==> src/rtl/core/csl_pkg.sv <==
package csl_pkg;

  localparam int CoordBits  = 10;
  localparam int WorkBits   = CoordBits + 2;
  localparam int ProdBits   = 2 * WorkBits;
  localparam int DivCntBits = $clog2(ProdBits + 1);
  localparam int StepBits   = 3;
  localparam int MaxClips   = 4;

  localparam logic [3:0] CodeLeft   = 4'd1;
  localparam logic [3:0] CodeRight  = 4'd2;
  localparam logic [3:0] CodeBottom = 4'd4;
  localparam logic [3:0] CodeTop    = 4'd8;

  localparam logic [1:0] RegXMin = 2'd0;
  localparam logic [1:0] RegYMin = 2'd1;
  localparam logic [1:0] RegXMax = 2'd2;
  localparam logic [1:0] RegYMax = 2'd3;

  typedef struct packed {
    logic [CoordBits-1:0] start_x;
    logic [CoordBits-1:0] start_y;
    logic [CoordBits-1:0] end_x;
    logic [CoordBits-1:0] end_y;
  } in_t;

  typedef struct packed {
    logic                 accepted;
    logic [CoordBits-1:0] clip_start_x;
    logic [CoordBits-1:0] clip_start_y;
    logic [CoordBits-1:0] clip_end_x;
    logic [CoordBits-1:0] clip_end_y;
  } out_t;

  typedef struct packed {
    logic [CoordBits-1:0] x_min;
    logic [CoordBits-1:0] y_min;
    logic [CoordBits-1:0] x_max;
    logic [CoordBits-1:0] y_max;
  } win_t;

  typedef struct packed {
    logic [CoordBits-1:0] ax;
    logic [CoordBits-1:0] ay;
    logic [CoordBits-1:0] bx;
    logic [CoordBits-1:0] by;
    logic [3:0]           ca;
    logic [3:0]           cb;
  } job_t;

  function automatic logic [3:0] region_of(input logic signed [WorkBits-1:0] px,
                                           input logic signed [WorkBits-1:0] py,
                                           input win_t w);
    logic [3:0] c;
    c = 4'd0;
    if (px < $signed({2'b00, w.x_min})) c = c | CodeLeft;
    else if (px > $signed({2'b00, w.x_max})) c = c | CodeRight;
    if (py < $signed({2'b00, w.y_min})) c = c | CodeBottom;
    else if (py > $signed({2'b00, w.y_max})) c = c | CodeTop;
    return c;
  endfunction

endpackage

==> src/rtl/core/cohen_sutherland_line_clipper_top.sv <==
// Cohen-Sutherland line clipper: each in_ beat is one segment, each out_ beat its clipped
// endpoints, or accepted low with all coordinates zero when rejected. The input side
// computes region codes and queues up to two segments; the clip engine takes one segment
// at a time; each clip step runs evaluate, multiply, a sequential restoring divide and
// update. Window registers may only be written while no segment is in flight.
module cohen_sutherland_line_clipper_top (
  input  logic          clk,
  input  logic          rst_n,
  input  logic          in_valid,
  output logic          in_stall,
  input  csl_pkg::in_t  in_data,
  output logic          out_valid,
  input  logic          out_stall,
  output csl_pkg::out_t out_data,
  input  logic          cfg_we,
  input  logic [1:0]    cfg_index,
  input  logic [csl_pkg::CoordBits-1:0] cfg_wdata
);

  csl_pkg::win_t win_r, win_nxt;
  csl_pkg::job_t front_job, q_data;
  logic q_full, q_valid, q_pop, in_take;

  assign in_stall = q_full;
  assign in_take  = in_valid && !q_full;

  always_comb begin
    win_nxt = win_r;
    if (cfg_we) begin
      unique case (cfg_index)
        csl_pkg::RegXMin: win_nxt.x_min = cfg_wdata;
        csl_pkg::RegYMin: win_nxt.y_min = cfg_wdata;
        csl_pkg::RegXMax: win_nxt.x_max = cfg_wdata;
        csl_pkg::RegYMax: win_nxt.y_max = cfg_wdata;
        default: win_nxt = win_r;
      endcase
    end
  end

  always_ff @(posedge clk) begin
    if (!rst_n) begin
      win_r <= '{x_min: 10'd250, y_min: 10'd250, x_max: 10'd450, y_max: 10'd450};
    end else begin
      win_r <= win_nxt;
    end
  end

  csl_front u_front (
    .in_data (in_data),
    .win     (win_r),
    .job     (front_job)
  );

  csl_queue u_queue (
    .clk       (clk),
    .rst_n     (rst_n),
    .push      (in_take),
    .push_data (front_job),
    .full      (q_full),
    .pop       (q_pop),
    .not_empty (q_valid),
    .pop_data  (q_data)
  );

  csl_back u_back (
    .clk       (clk),
    .rst_n     (rst_n),
    .win       (win_r),
    .q_valid   (q_valid),
    .q_data    (q_data),
    .q_pop     (q_pop),
    .out_valid (out_valid),
    .out_stall (out_stall),
    .out_data  (out_data)
  );

endmodule

==> src/rtl/core/csl_front.sv <==
module csl_front (
  input  csl_pkg::in_t  in_data,
  input  csl_pkg::win_t win,
  output csl_pkg::job_t job
);

  always_comb begin
    job.ax = in_data.start_x;
    job.ay = in_data.start_y;
    job.bx = in_data.end_x;
    job.by = in_data.end_y;
    job.ca = csl_pkg::region_of($signed({2'b00, in_data.start_x}),
                                $signed({2'b00, in_data.start_y}), win);
    job.cb = csl_pkg::region_of($signed({2'b00, in_data.end_x}),
                                $signed({2'b00, in_data.end_y}), win);
  end

endmodule

==> src/rtl/core/csl_queue.sv <==
module csl_queue (
  input  logic          clk,
  input  logic          rst_n,
  input  logic          push,
  input  csl_pkg::job_t push_data,
  output logic          full,
  input  logic          pop,
  output logic          not_empty,
  output csl_pkg::job_t pop_data
);

  csl_pkg::job_t mem_r [2];
  logic       wr_ptr_r, wr_ptr_nxt;
  logic       rd_ptr_r, rd_ptr_nxt;
  logic [1:0] count_r, count_nxt;

  assign full      = (count_r == 2'd2);
  assign not_empty = (count_r != 2'd0);
  assign pop_data  = mem_r[rd_ptr_r];

  always_comb begin
    wr_ptr_nxt = push ? ~wr_ptr_r : wr_ptr_r;
    rd_ptr_nxt = pop ? ~rd_ptr_r : rd_ptr_r;
    count_nxt  = count_r + {1'b0, push} - {1'b0, pop};
  end

  always_ff @(posedge clk) begin
    if (!rst_n) begin
      wr_ptr_r <= 1'b0;
      rd_ptr_r <= 1'b0;
      count_r  <= 2'd0;
    end else begin
      wr_ptr_r <= wr_ptr_nxt;
      rd_ptr_r <= rd_ptr_nxt;
      count_r  <= count_nxt;
    end
  end

  always_ff @(posedge clk) begin
    if (push) begin
      mem_r[wr_ptr_r] <= push_data;
    end
  end

endmodule

==> src/rtl/core/csl_back.sv <==
module csl_back (
  input  logic          clk,
  input  logic          rst_n,
  input  csl_pkg::win_t win,
  input  logic          q_valid,
  input  csl_pkg::job_t q_data,
  output logic          q_pop,
  output logic          out_valid,
  input  logic          out_stall,
  output csl_pkg::out_t out_data
);

  localparam int W  = csl_pkg::WorkBits;
  localparam int P  = csl_pkg::ProdBits;
  localparam int CB = csl_pkg::CoordBits;

  localparam logic [2:0] S_IDLE = 3'd0;
  localparam logic [2:0] S_EVAL = 3'd1;
  localparam logic [2:0] S_MUL  = 3'd2;
  localparam logic [2:0] S_DIV  = 3'd3;
  localparam logic [2:0] S_UPD  = 3'd4;

  logic [2:0] state_r, state_nxt;
  logic signed [W-1:0] ax_r, ay_r, bx_r, by_r, ax_nxt, ay_nxt, bx_nxt, by_nxt;
  logic [3:0] ca_r, cb_r, ca_nxt, cb_nxt;
  logic [csl_pkg::StepBits-1:0] steps_r, steps_nxt;
  logic side_a_r, side_a_nxt;
  logic vert_r, vert_nxt;
  logic signed [W-1:0] edge_r, edge_nxt, base_r, base_nxt;
  logic signed [W-1:0] fa_r, fa_nxt, fb_r, fb_nxt, den_r, den_nxt;
  logic neg_r, neg_nxt;
  logic [W-1:0] dmag_r, dmag_nxt;
  logic [W-1:0] rem_r, rem_nxt;
  logic [P-1:0] quo_r, quo_nxt;
  logic [csl_pkg::DivCntBits-1:0] cnt_r, cnt_nxt;
  logic out_valid_r, out_valid_nxt;
  csl_pkg::out_t out_data_r, out_data_nxt;

  logic [3:0] co;
  logic signed [P-1:0] prod;
  logic [P-1:0] pmag;
  logic [W:0] rem_sh;
  logic ge;
  logic signed [P-1:0] qs;
  logic signed [W-1:0] newc;
  logic signed [W-1:0] nx, ny;

  assign out_valid = out_valid_r;
  assign out_data  = out_data_r;
  assign q_pop     = (state_r == S_IDLE) && q_valid && !out_valid_r;

  always_comb begin
    state_nxt     = state_r;
    ax_nxt        = ax_r;
    ay_nxt        = ay_r;
    bx_nxt        = bx_r;
    by_nxt        = by_r;
    ca_nxt        = ca_r;
    cb_nxt        = cb_r;
    steps_nxt     = steps_r;
    side_a_nxt    = side_a_r;
    vert_nxt      = vert_r;
    edge_nxt      = edge_r;
    base_nxt      = base_r;
    fa_nxt        = fa_r;
    fb_nxt        = fb_r;
    den_nxt       = den_r;
    neg_nxt       = neg_r;
    dmag_nxt      = dmag_r;
    rem_nxt       = rem_r;
    quo_nxt       = quo_r;
    cnt_nxt       = cnt_r;
    out_valid_nxt = out_valid_r && out_stall;
    out_data_nxt  = out_data_r;
    co            = (ca_r != 4'd0) ? ca_r : cb_r;
    prod          = fa_r * fb_r;
    pmag          = prod[P-1] ? P'(-prod) : P'(prod);
    rem_sh        = {rem_r, quo_r[P-1]};
    ge            = rem_sh >= {1'b0, dmag_r};
    qs            = neg_r ? -$signed(quo_r) : $signed(quo_r);
    newc          = base_r + qs[W-1:0];
    nx            = vert_r ? newc : edge_r;
    ny            = vert_r ? edge_r : newc;
    unique case (state_r)
      S_IDLE: begin
        if (q_pop) begin
          ax_nxt    = $signed({2'b00, q_data.ax});
          ay_nxt    = $signed({2'b00, q_data.ay});
          bx_nxt    = $signed({2'b00, q_data.bx});
          by_nxt    = $signed({2'b00, q_data.by});
          ca_nxt    = q_data.ca;
          cb_nxt    = q_data.cb;
          steps_nxt = '0;
          state_nxt = S_EVAL;
        end
      end
      S_EVAL: begin
        vert_nxt   = (co & (csl_pkg::CodeTop | csl_pkg::CodeBottom)) != 4'd0;
        side_a_nxt = ca_r != 4'd0;
        if (vert_nxt) begin
          edge_nxt = (co & csl_pkg::CodeTop) != 4'd0 ? $signed({2'b00, win.y_max})
                                                     : $signed({2'b00, win.y_min});
          den_nxt  = by_r - ay_r;
          fa_nxt   = bx_r - ax_r;
          fb_nxt   = edge_nxt - ay_r;
          base_nxt = ax_r;
        end else begin
          edge_nxt = (co & csl_pkg::CodeRight) != 4'd0 ? $signed({2'b00, win.x_max})
                                                       : $signed({2'b00, win.x_min});
          den_nxt  = bx_r - ax_r;
          fa_nxt   = by_r - ay_r;
          fb_nxt   = edge_nxt - ax_r;
          base_nxt = ay_r;
        end
        if (ca_r == 4'd0 && cb_r == 4'd0) begin
          out_valid_nxt = 1'b1;
          out_data_nxt  = '{accepted: 1'b1,
                            clip_start_x: ax_r[CB-1:0], clip_start_y: ay_r[CB-1:0],
                            clip_end_x: bx_r[CB-1:0], clip_end_y: by_r[CB-1:0]};
          state_nxt     = S_IDLE;
        end else if ((ca_r & cb_r) != 4'd0 ||
                     steps_r == csl_pkg::StepBits'(csl_pkg::MaxClips) ||
                     den_nxt == '0) begin
          out_valid_nxt = 1'b1;
          out_data_nxt  = '0;
          state_nxt     = S_IDLE;
        end else begin
          steps_nxt = steps_r + 1'b1;
          state_nxt = S_MUL;
        end
      end
      S_MUL: begin
        neg_nxt   = prod[P-1] ^ den_r[W-1];
        dmag_nxt  = den_r[W-1] ? W'(-den_r) : W'(den_r);
        rem_nxt   = '0;
        quo_nxt   = pmag;
        cnt_nxt   = csl_pkg::DivCntBits'(P);
        state_nxt = S_DIV;
      end
      S_DIV: begin
        rem_nxt = ge ? W'(rem_sh - {1'b0, dmag_r}) : rem_sh[W-1:0];
        quo_nxt = {quo_r[P-2:0], ge};
        cnt_nxt = cnt_r - 1'b1;
        if (cnt_r == csl_pkg::DivCntBits'(1)) begin
          state_nxt = S_UPD;
        end
      end
      S_UPD: begin
        if (side_a_r) begin
          ax_nxt = nx;
          ay_nxt = ny;
          ca_nxt = csl_pkg::region_of(nx, ny, win);
        end else begin
          bx_nxt = nx;
          by_nxt = ny;
          cb_nxt = csl_pkg::region_of(nx, ny, win);
        end
        state_nxt = S_EVAL;
      end
      default: state_nxt = S_IDLE;
    endcase
  end

  always_ff @(posedge clk) begin
    if (!rst_n) begin
      state_r     <= S_IDLE;
      out_valid_r <= 1'b0;
    end else begin
      state_r     <= state_nxt;
      out_valid_r <= out_valid_nxt;
    end
  end

  always_ff @(posedge clk) begin
    ax_r       <= ax_nxt;
    ay_r       <= ay_nxt;
    bx_r       <= bx_nxt;
    by_r       <= by_nxt;
    ca_r       <= ca_nxt;
    cb_r       <= cb_nxt;
    steps_r    <= steps_nxt;
    side_a_r   <= side_a_nxt;
    vert_r     <= vert_nxt;
    edge_r     <= edge_nxt;
    base_r     <= base_nxt;
    fa_r       <= fa_nxt;
    fb_r       <= fb_nxt;
    den_r      <= den_nxt;
    neg_r      <= neg_nxt;
    dmag_r     <= dmag_nxt;
    rem_r      <= rem_nxt;
    quo_r      <= quo_nxt;
    cnt_r      <= cnt_nxt;
    out_data_r <= out_data_nxt;
  end

endmodule

==> config.mk <==
export PLATFORM = sky130hd
export DESIGN_NAME = cohen_sutherland_line_clipper_top
export DESIGN_NICKNAME = d
export VERILOG_FILES = /design/src/rtl/core/csl_pkg.sv /design/src/rtl/core/cohen_sutherland_line_clipper_top.sv /design/src/rtl/core/csl_front.sv /design/src/rtl/core/csl_queue.sv /design/src/rtl/core/csl_back.sv
export SDC_FILE = /design/constraint.sdc
export NUM_CORES = 1
export LEC_CHECK = 0
export BUFFER_PORTS_ARGS = -buffer_cell sky130_fd_sc_hd__buf_2
export CAP_MARGIN = 40
export CORE_AREA = 5 5 216 218
export DETAILED_ROUTE_END_ITERATION = 8
export DIE_AREA = 0 0 221 223
export GPL_ROUTABILITY_DRIVEN = 0
export PLACE_DENSITY_LB_ADDON = 0.25
export RECOVER_POWER = 100
export SKIP_LAST_GASP = 1
export SYNTH_ARGS = -nofsm -noshare
export SYNTH_HDL_FRONTEND = slang
export SYNTH_HIERARCHICAL = 1
export SYNTH_SLANG_ARGS = --single-unit
==> constraint.sdc <==
create_clock -name clk -period 7.2 [get_ports clk]
set_input_delay 1.44 -clock clk [delete_from_list [all_inputs] [get_ports clk]]
set_output_delay 1.44 -clock clk [all_outputs]
set_load 0.05 [all_outputs]
==> results_dict.tcl, run 1 <==
set metrics [dict create \
    path_class "reg2reg" \
    hpwl_um 50490 \
    fmax_ghz 0.1488 \
    synthesis.area_um2 26790 \
    grt-ovfl-total 0 \
    startpoint "u_back/fb_r[8]" \
    regArea_um2 10290 \
    path_cells "and2_0 -> fa_1 -> inv_1 -> fa_1 -> inv_1 -> fa_1 -> fa_1 -> inv_1 -> fa_1 -> inv_1 -> ha_1 -> a2111oi_2 -> o21ai_1 -> a31o_1 -> or4_1 -> a21oi_1 -> o21ai_1 -> or3b_4 -> o41ai_2 -> xnor2_1 -> o21ai_0" \
    async_reset_ff_frac 0 \
    post_cts_buffers 0 \
    cts-root-buf "clkbuf_16" \
    worstPathRequired_ps 7500 \
    rsz0062_at_grt "no" \
    firstDrtPassIters 8 \
    grt_pass1_vias 19430 \
    netlist_instances 2604 \
    final_common_cell "inv_1" \
    final.setup_skew_ps 27.46 \
    clk_pin_slew_worst_paths_ps 60 \
    start_util 0.5994 \
    setup-tns-final_ps 0 \
    cts_hold_buf 0 \
    max_stage_delay_ps 580 \
    r2r_start "u_back/fb_r[8]" \
    clockBufferDepth 3 \
    clkLatencyLatePin_ps 580 \
    grt_start_max_net_pins 60 \
    period_share 0.9334 \
    synth_edf_count 310 \
    hold_start "u_back/den_r[0]" \
    ys_warn_count 6 \
    route.vias.total 19010 \
    fillers 3517 \
    slew_violations 500 \
    drc_errors 0 \
    layout-drive-gt1-share 0.06187 \
    die_w_um 221 \
    nNetsFinal 3090 \
    die_y_um 223 \
    tightest_slew_ps 3275 \
    maxSlewHeadroom -1.184 \
    via_per_inst 5.791 \
    multiInputGateArea_um2 14480 \
    setup-violations-final 0 \
    wire_per_inst_um 20.02 \
    worst_setup_path_end_kind "register" \
    grt_pass1_wl_um 104000 \
    final_util 0.6473 \
    synth_nets 3044 \
    fin_crit_ps 6720 \
    slowest_stage "edfxtp_1" \
    routed_wl_um 65720 \
    track_usage 0.2641 \
    synth_cell_types 84 \
    core-area_um2 44700 \
    crit_fanout 12 \
    maxCapViolCount 12 \
    yosysSeqAreaShare 0.3841 \
    run_status "complete, but fails checks" \
    cts-resized-gates 0 \
    arrival_ps 7020 \
    die_area_um2 49280 \
    synth_flop_cell "edfxtp_1" \
    cts_buffers 41 \
    hold_path.class "reg2reg" \
    row_count 78 \
    failed_checks "capacitance limit, slew limit" \
    n_antenna_cell 0 \
    final_cell_mix "346 x inv_1, 310 x edfxtp_1, 281 x nand2_1, 239 x ha_1, 144 x fa_1" \
    synth-seq-cells 359 \
    clock_sinks 359 \
    critPathLaunchType "register" \
    cts_tree "done" \
    area_growth_pct 7.990 \
    antenna_found_initial 0 \
    boundaryPins 100 \
    htree_levels 2 \
    drt-initial-drc-count 1805 \
    portBuffers 99 \
    cp_common_cell "fa_1" \
    syn_area_per_cell_um2 10.29 \
    hold_viol_final 0 \
    antenna_left 0 \
]
through the flow:
step / setup slack [ps] / cells / area [µm²] / hold WS, ps
CTS: 517.5 / 3283 / 29230 / 478.6
global placement: 626.7 / 3202 / 27590 / 467.5
detailed placement: 554.9 / 3207 / 27680 / 464.2
global route: 29.80 / 3283 / 28930 / 493.4
finish: 479.6 / 3283 / 28930 / 473.0
floorplan: 854.4 / 2604 / 26790 / 441.1
critical path: cells and delay by family, from the launching register on:
family / cells / cell delay (ps)
fa+ha+maj: 6 / 2940
compound gates: 7 / 1520
simple gates: 3 / 1070
flops: 1 / 580
buf+inv: 4 / 210
xor+xnor: 1 / 150
metal layers:
metal,vias to the layer above,share of wire,GRT usage
met5,-,0,0
met4,0,0.062,0.1403
met3,232,0.060,0.03553
met2,776,0.48,0.4514
met1,9107,0.40,0.3287
li1,8898,-,-
final cells by class:
type,instances,share of cell area
inverter,349,0.04528
timing repair buffer,128,0.01898
clock inverter,22,0.01401
sequential,359,0.3556
tap,600,0.02595
clock buffer,54,0.03961
multi-input combinational,1771,0.5005
worst paths after layout:
kind | end | slack (ps) | depth (start not counted)
worst max-delay path | u_back/quo_r[22] | 480 | 21
worst min register to register | u_back/dmag_r[0] | 470 | 0
worst min-delay path | u_back/dmag_r[0] | 470 | 0
worst max register to register | u_back/quo_r[22] | 480 | 21
cell usage after synthesis (7+ instances only):
| cell type | n | area [µm²] |
|---|---|---|
| inv_1 | 346 | 1299 |
| edfxtp_1 | 310 | 9309 |
| nand2_1 | 281 | 1055 |
| ha_1 | 239 | 2990 |
| fa_1 | 144 | 2883 |
| nor2_1 | 136 | 510.5 |
| o21ai_0 | 119 | 595.6 |
| a21oi_1 | 105 | 525.5 |
| and2_1 | 103 | 644.4 |
| xnor2_1 | 86 | 753.2 |
| clkbuf_1 | 70 | 262.8 |
| mux2i_1 | 65 | 650.6 |
| nor2b_1 | 52 | 325.3 |
| dfxtp_1 | 49 | 980.9 |
| o21a_1 | 43 | 322.8 |
| buf_4 | 41 | 307.8 |
| xor2_1 | 40 | 350.3 |
| a21o_1 | 39 | 292.8 |
| mux2_2 | 38 | 427.9 |
| nor3_1 | 32 | 160.2 |
| nand2b_1 | 26 | 162.7 |
| mux2_4 | 20 | 300.3 |
| nand4_1 | 17 | 106.4 |
| nand3_1 | 14 | 70.07 |
| or2_2 | 14 | 87.58 |
| a211oi_1 | 11 | 82.58 |
| or3_1 | 11 | 68.82 |
| and3_1 | 9 | 56.30 |
| o31ai_1 | 9 | 67.56 |
| o21ai_1 | 7 | 35.03 |
| o21bai_1 | 7 | 52.55 |
state kept, by name, summed over array words and instances (netlist names), 4 cells and up, named ones only:
name and cells:
win_r 40, u_back/cb_r 4, u_back/den_r 12, u_back/edge_r 10, u_back/ax_r 12, u_back/by_r 12
u_back/base_r 12, u_queue/mem_r 96, u_back/cnt_r 5, u_back/fa_r 12, u_back/dmag_r 12, u_back/out_data 41
u_back/fb_r 12, u_back/bx_r 12, u_back/ca_r 4, u_back/ay_r 12, u_back/quo_r 24, u_back/rem_r 12
cells by family after synthesis:
logic type	Yosys count	share of synthesized area
and+or+nand+nor	731	0.1320
buffers and inverters	474	0.07388
AOI/OAI and AO/OA	407	0.09737
adders and majority gates	383	0.2192
DFF	359	0.3841
xor gates and xnor gates	127	0.04203
muxes	123	0.05146
Power of run 1 is not shown: default switching activity piles up to over one toggle a cycle in this logic, so the estimate is an artifact.
==> run 2, diff against run 1 <==
- CORE_AREA: 5 5 216 218 -> 5 5 178 265
- DIE_AREA: 0 0 221 223 -> 0 0 183 270
==> run 2 against run 1 <==
  * The flow still finishes with violations (capacitance limit, slew limit)
  * Worst setup slack worse by 110 ps
  * Critical path depth did not move
  * Die area rose by 0.26%
  * Via count decreased by 0.67%
  * Global-route usage increased by 0.27 points
  * Non-clock buffer count is 3 higher
  * Hold slack better by 8.4 ps
  * Critical endpoint unchanged
  * Largest cell class unchanged
  * Highest routed layer unchanged
==> results_dict.tcl, run 2 (synthesis gave the netlist of run 1 again) <==
set metrics [dict create \
    drc_errors 0 \
    antenna_left 0 \
    hpwl_um 52550 \
    wire_per_inst_um 20.42 \
    route.vias.total 18890 \
    cts_tree "done" \
    arrival_ps 7140 \
    track_usage 0.2668 \
    path_class "reg2reg" \
    max_stage_delay_ps 570 \
    cts-root-buf "clkbuf_16" \
    cp_common_cell "fa_1" \
    drt-initial-drc-count 1173 \
    rsz0062_at_grt "no" \
    crit_end "u_back/quo_r[22]" \
    firstDrtPassIters 6 \
    clock_sinks 359 \
    area_growth_pct 6.734 \
    cts-resized-gates 0 \
    boundaryPins 100 \
    path_cells "and2_0 -> fa_1 -> inv_1 -> fa_1 -> inv_1 -> fa_1 -> fa_1 -> inv_1 -> fa_1 -> inv_1 -> ha_1 -> a2111oi_2 -> o21ai_1 -> a31o_1 -> or4_1 -> a21oi_1 -> o21ai_1 -> or3b_4 -> o41ai_1 -> xnor2_1 -> o21ai_1" \
    final_common_cell "inv_1" \
    layout-drive-gt1-share 0.06164 \
    rrSetupSlack_ps 370 \
    final.setup_skew_ps 21.30 \
    maxCapViolCount 11 \
    worst_setup_path_end_kind "register" \
    setup-tns-final_ps 0 \
    largest-register "u_queue/mem_r" \
    final_cell_mix "346 x inv_1, 310 x edfxtp_1, 281 x nand2_1, 239 x ha_1, 144 x fa_1" \
    fmax_ghz 0.1464 \
    cts_hold_buf 0 \
    fin_crit_ps 6831 \
    failed_checks "capacitance limit, slew limit" \
    run_status "complete, but fails checks" \
    slowest_stage "edfxtp_1" \
    maxSlewHeadroom -1.210 \
    clk_pin_slew_worst_paths_ps 70 \
    hold_viol_final 0 \
    startpoint "u_back/fb_r[8]" \
    grt_pass1_wl_um 103900 \
    die_y_um 270 \
    tightest_slew_ps 3316 \
    r2r_cells 21 \
    start_util 0.6011 \
    worstPathRequired_ps 7510 \
    clockBufferDepth 3 \
    slew_violations 492 \
    hold_path.class "reg2reg" \
    grt_pass1_vias 19610 \
    nNetsFinal 3089 \
    grt-ovfl-total 0 \
    r2r_start "u_back/fb_r[8]" \
    clkLatencyLatePin_ps 560 \
    routed_wl_um 66570 \
    die_area_um2 49410 \
    period_share 0.9488 \
    r2r_end "u_back/quo_r[22]" \
    cts_buffers 37 \
    post_cts_buffers 0 \
    largest_register_ffs 96 \
    grt_start_max_net_pins 60 \
    crit_fanout 12 \
    htree_levels 2 \
    core-area_um2 44570 \
    antenna_found_initial 1 \
    die_w_um 183 \
    setup-violations-final 0 \
    via_per_inst 5.793 \
    critPathLaunchType "register" \
    row_count 95 \
    portBuffers 99 \
]
==> run 2: worst min path at each step <==
stage	from	end	slack [ps]	depth (start not counted)
after floorplan	u_back/den_r[0]	u_back/dmag_r[0]	440	0
after global placement	win_r[9]	win_r[9]	470	2
after detailed placement	u_back/den_r[0]	u_back/dmag_r[0]	470	0
after CTS	u_back/den_r[0]	u_back/dmag_r[0]	490	0
after global routing	u_back/den_r[0]	u_back/dmag_r[0]	510	0
final	u_back/den_r[0]	u_back/dmag_r[0]	480	0
==> run 2: metal layers <==
| metal | part of all wire | vias to the layer above | GRT usage |
|---|---|---|---|
| met1 | 0.35 | 9122 | 0.2824 |
| met3 | 0.041 | 257 | 0.03261 |
| met2 | 0.52 | 617 | 0.4823 |
| met4 | 0.089 | 0 | 0.1913 |
| li1 | - | 8890 | - |
| met5 | 0 | - | 0 |
==> run 2: area by class of cell <==
class,instances,area [µm²]
multi-input cells,1771,14510
inverters,349,1310
clock buffers,45,996.0
well taps,582,728.2
repair buffers,131,566.8
flip-flops and latches,359,10290
fillers,3576,15980
clock inverters,22,190.2
diodes,1,2.502
==> run 2: critical path, delay by kind of cell, from the launching register on <==
kind,cells,cell delay (ps)
compound gates,7,1540
xor+xnor,1,180
fa+ha+maj,6,3000
buf+inv,4,200
flops,1,570
simple gates,3,1080
==> run 2: per-stage QoR <==
stage	hold slack [ps]	area [µm²]	cells	worst slack [ps]	utilization
after floorplan	441.1	26790	2604	854.4	-
after global placement	467.0	27610	3189	613.1	0.6193
after detailed placement	471.2	27650	3192	450.4	0.6203
after CTS	485.2	28830	3259	453.2	0.6469
after global routing	512.9	28590	3259	83.05	0.6415
final	481.5	28600	3260	368.8	0.6415
Power of run 2 is left out for the same reason.
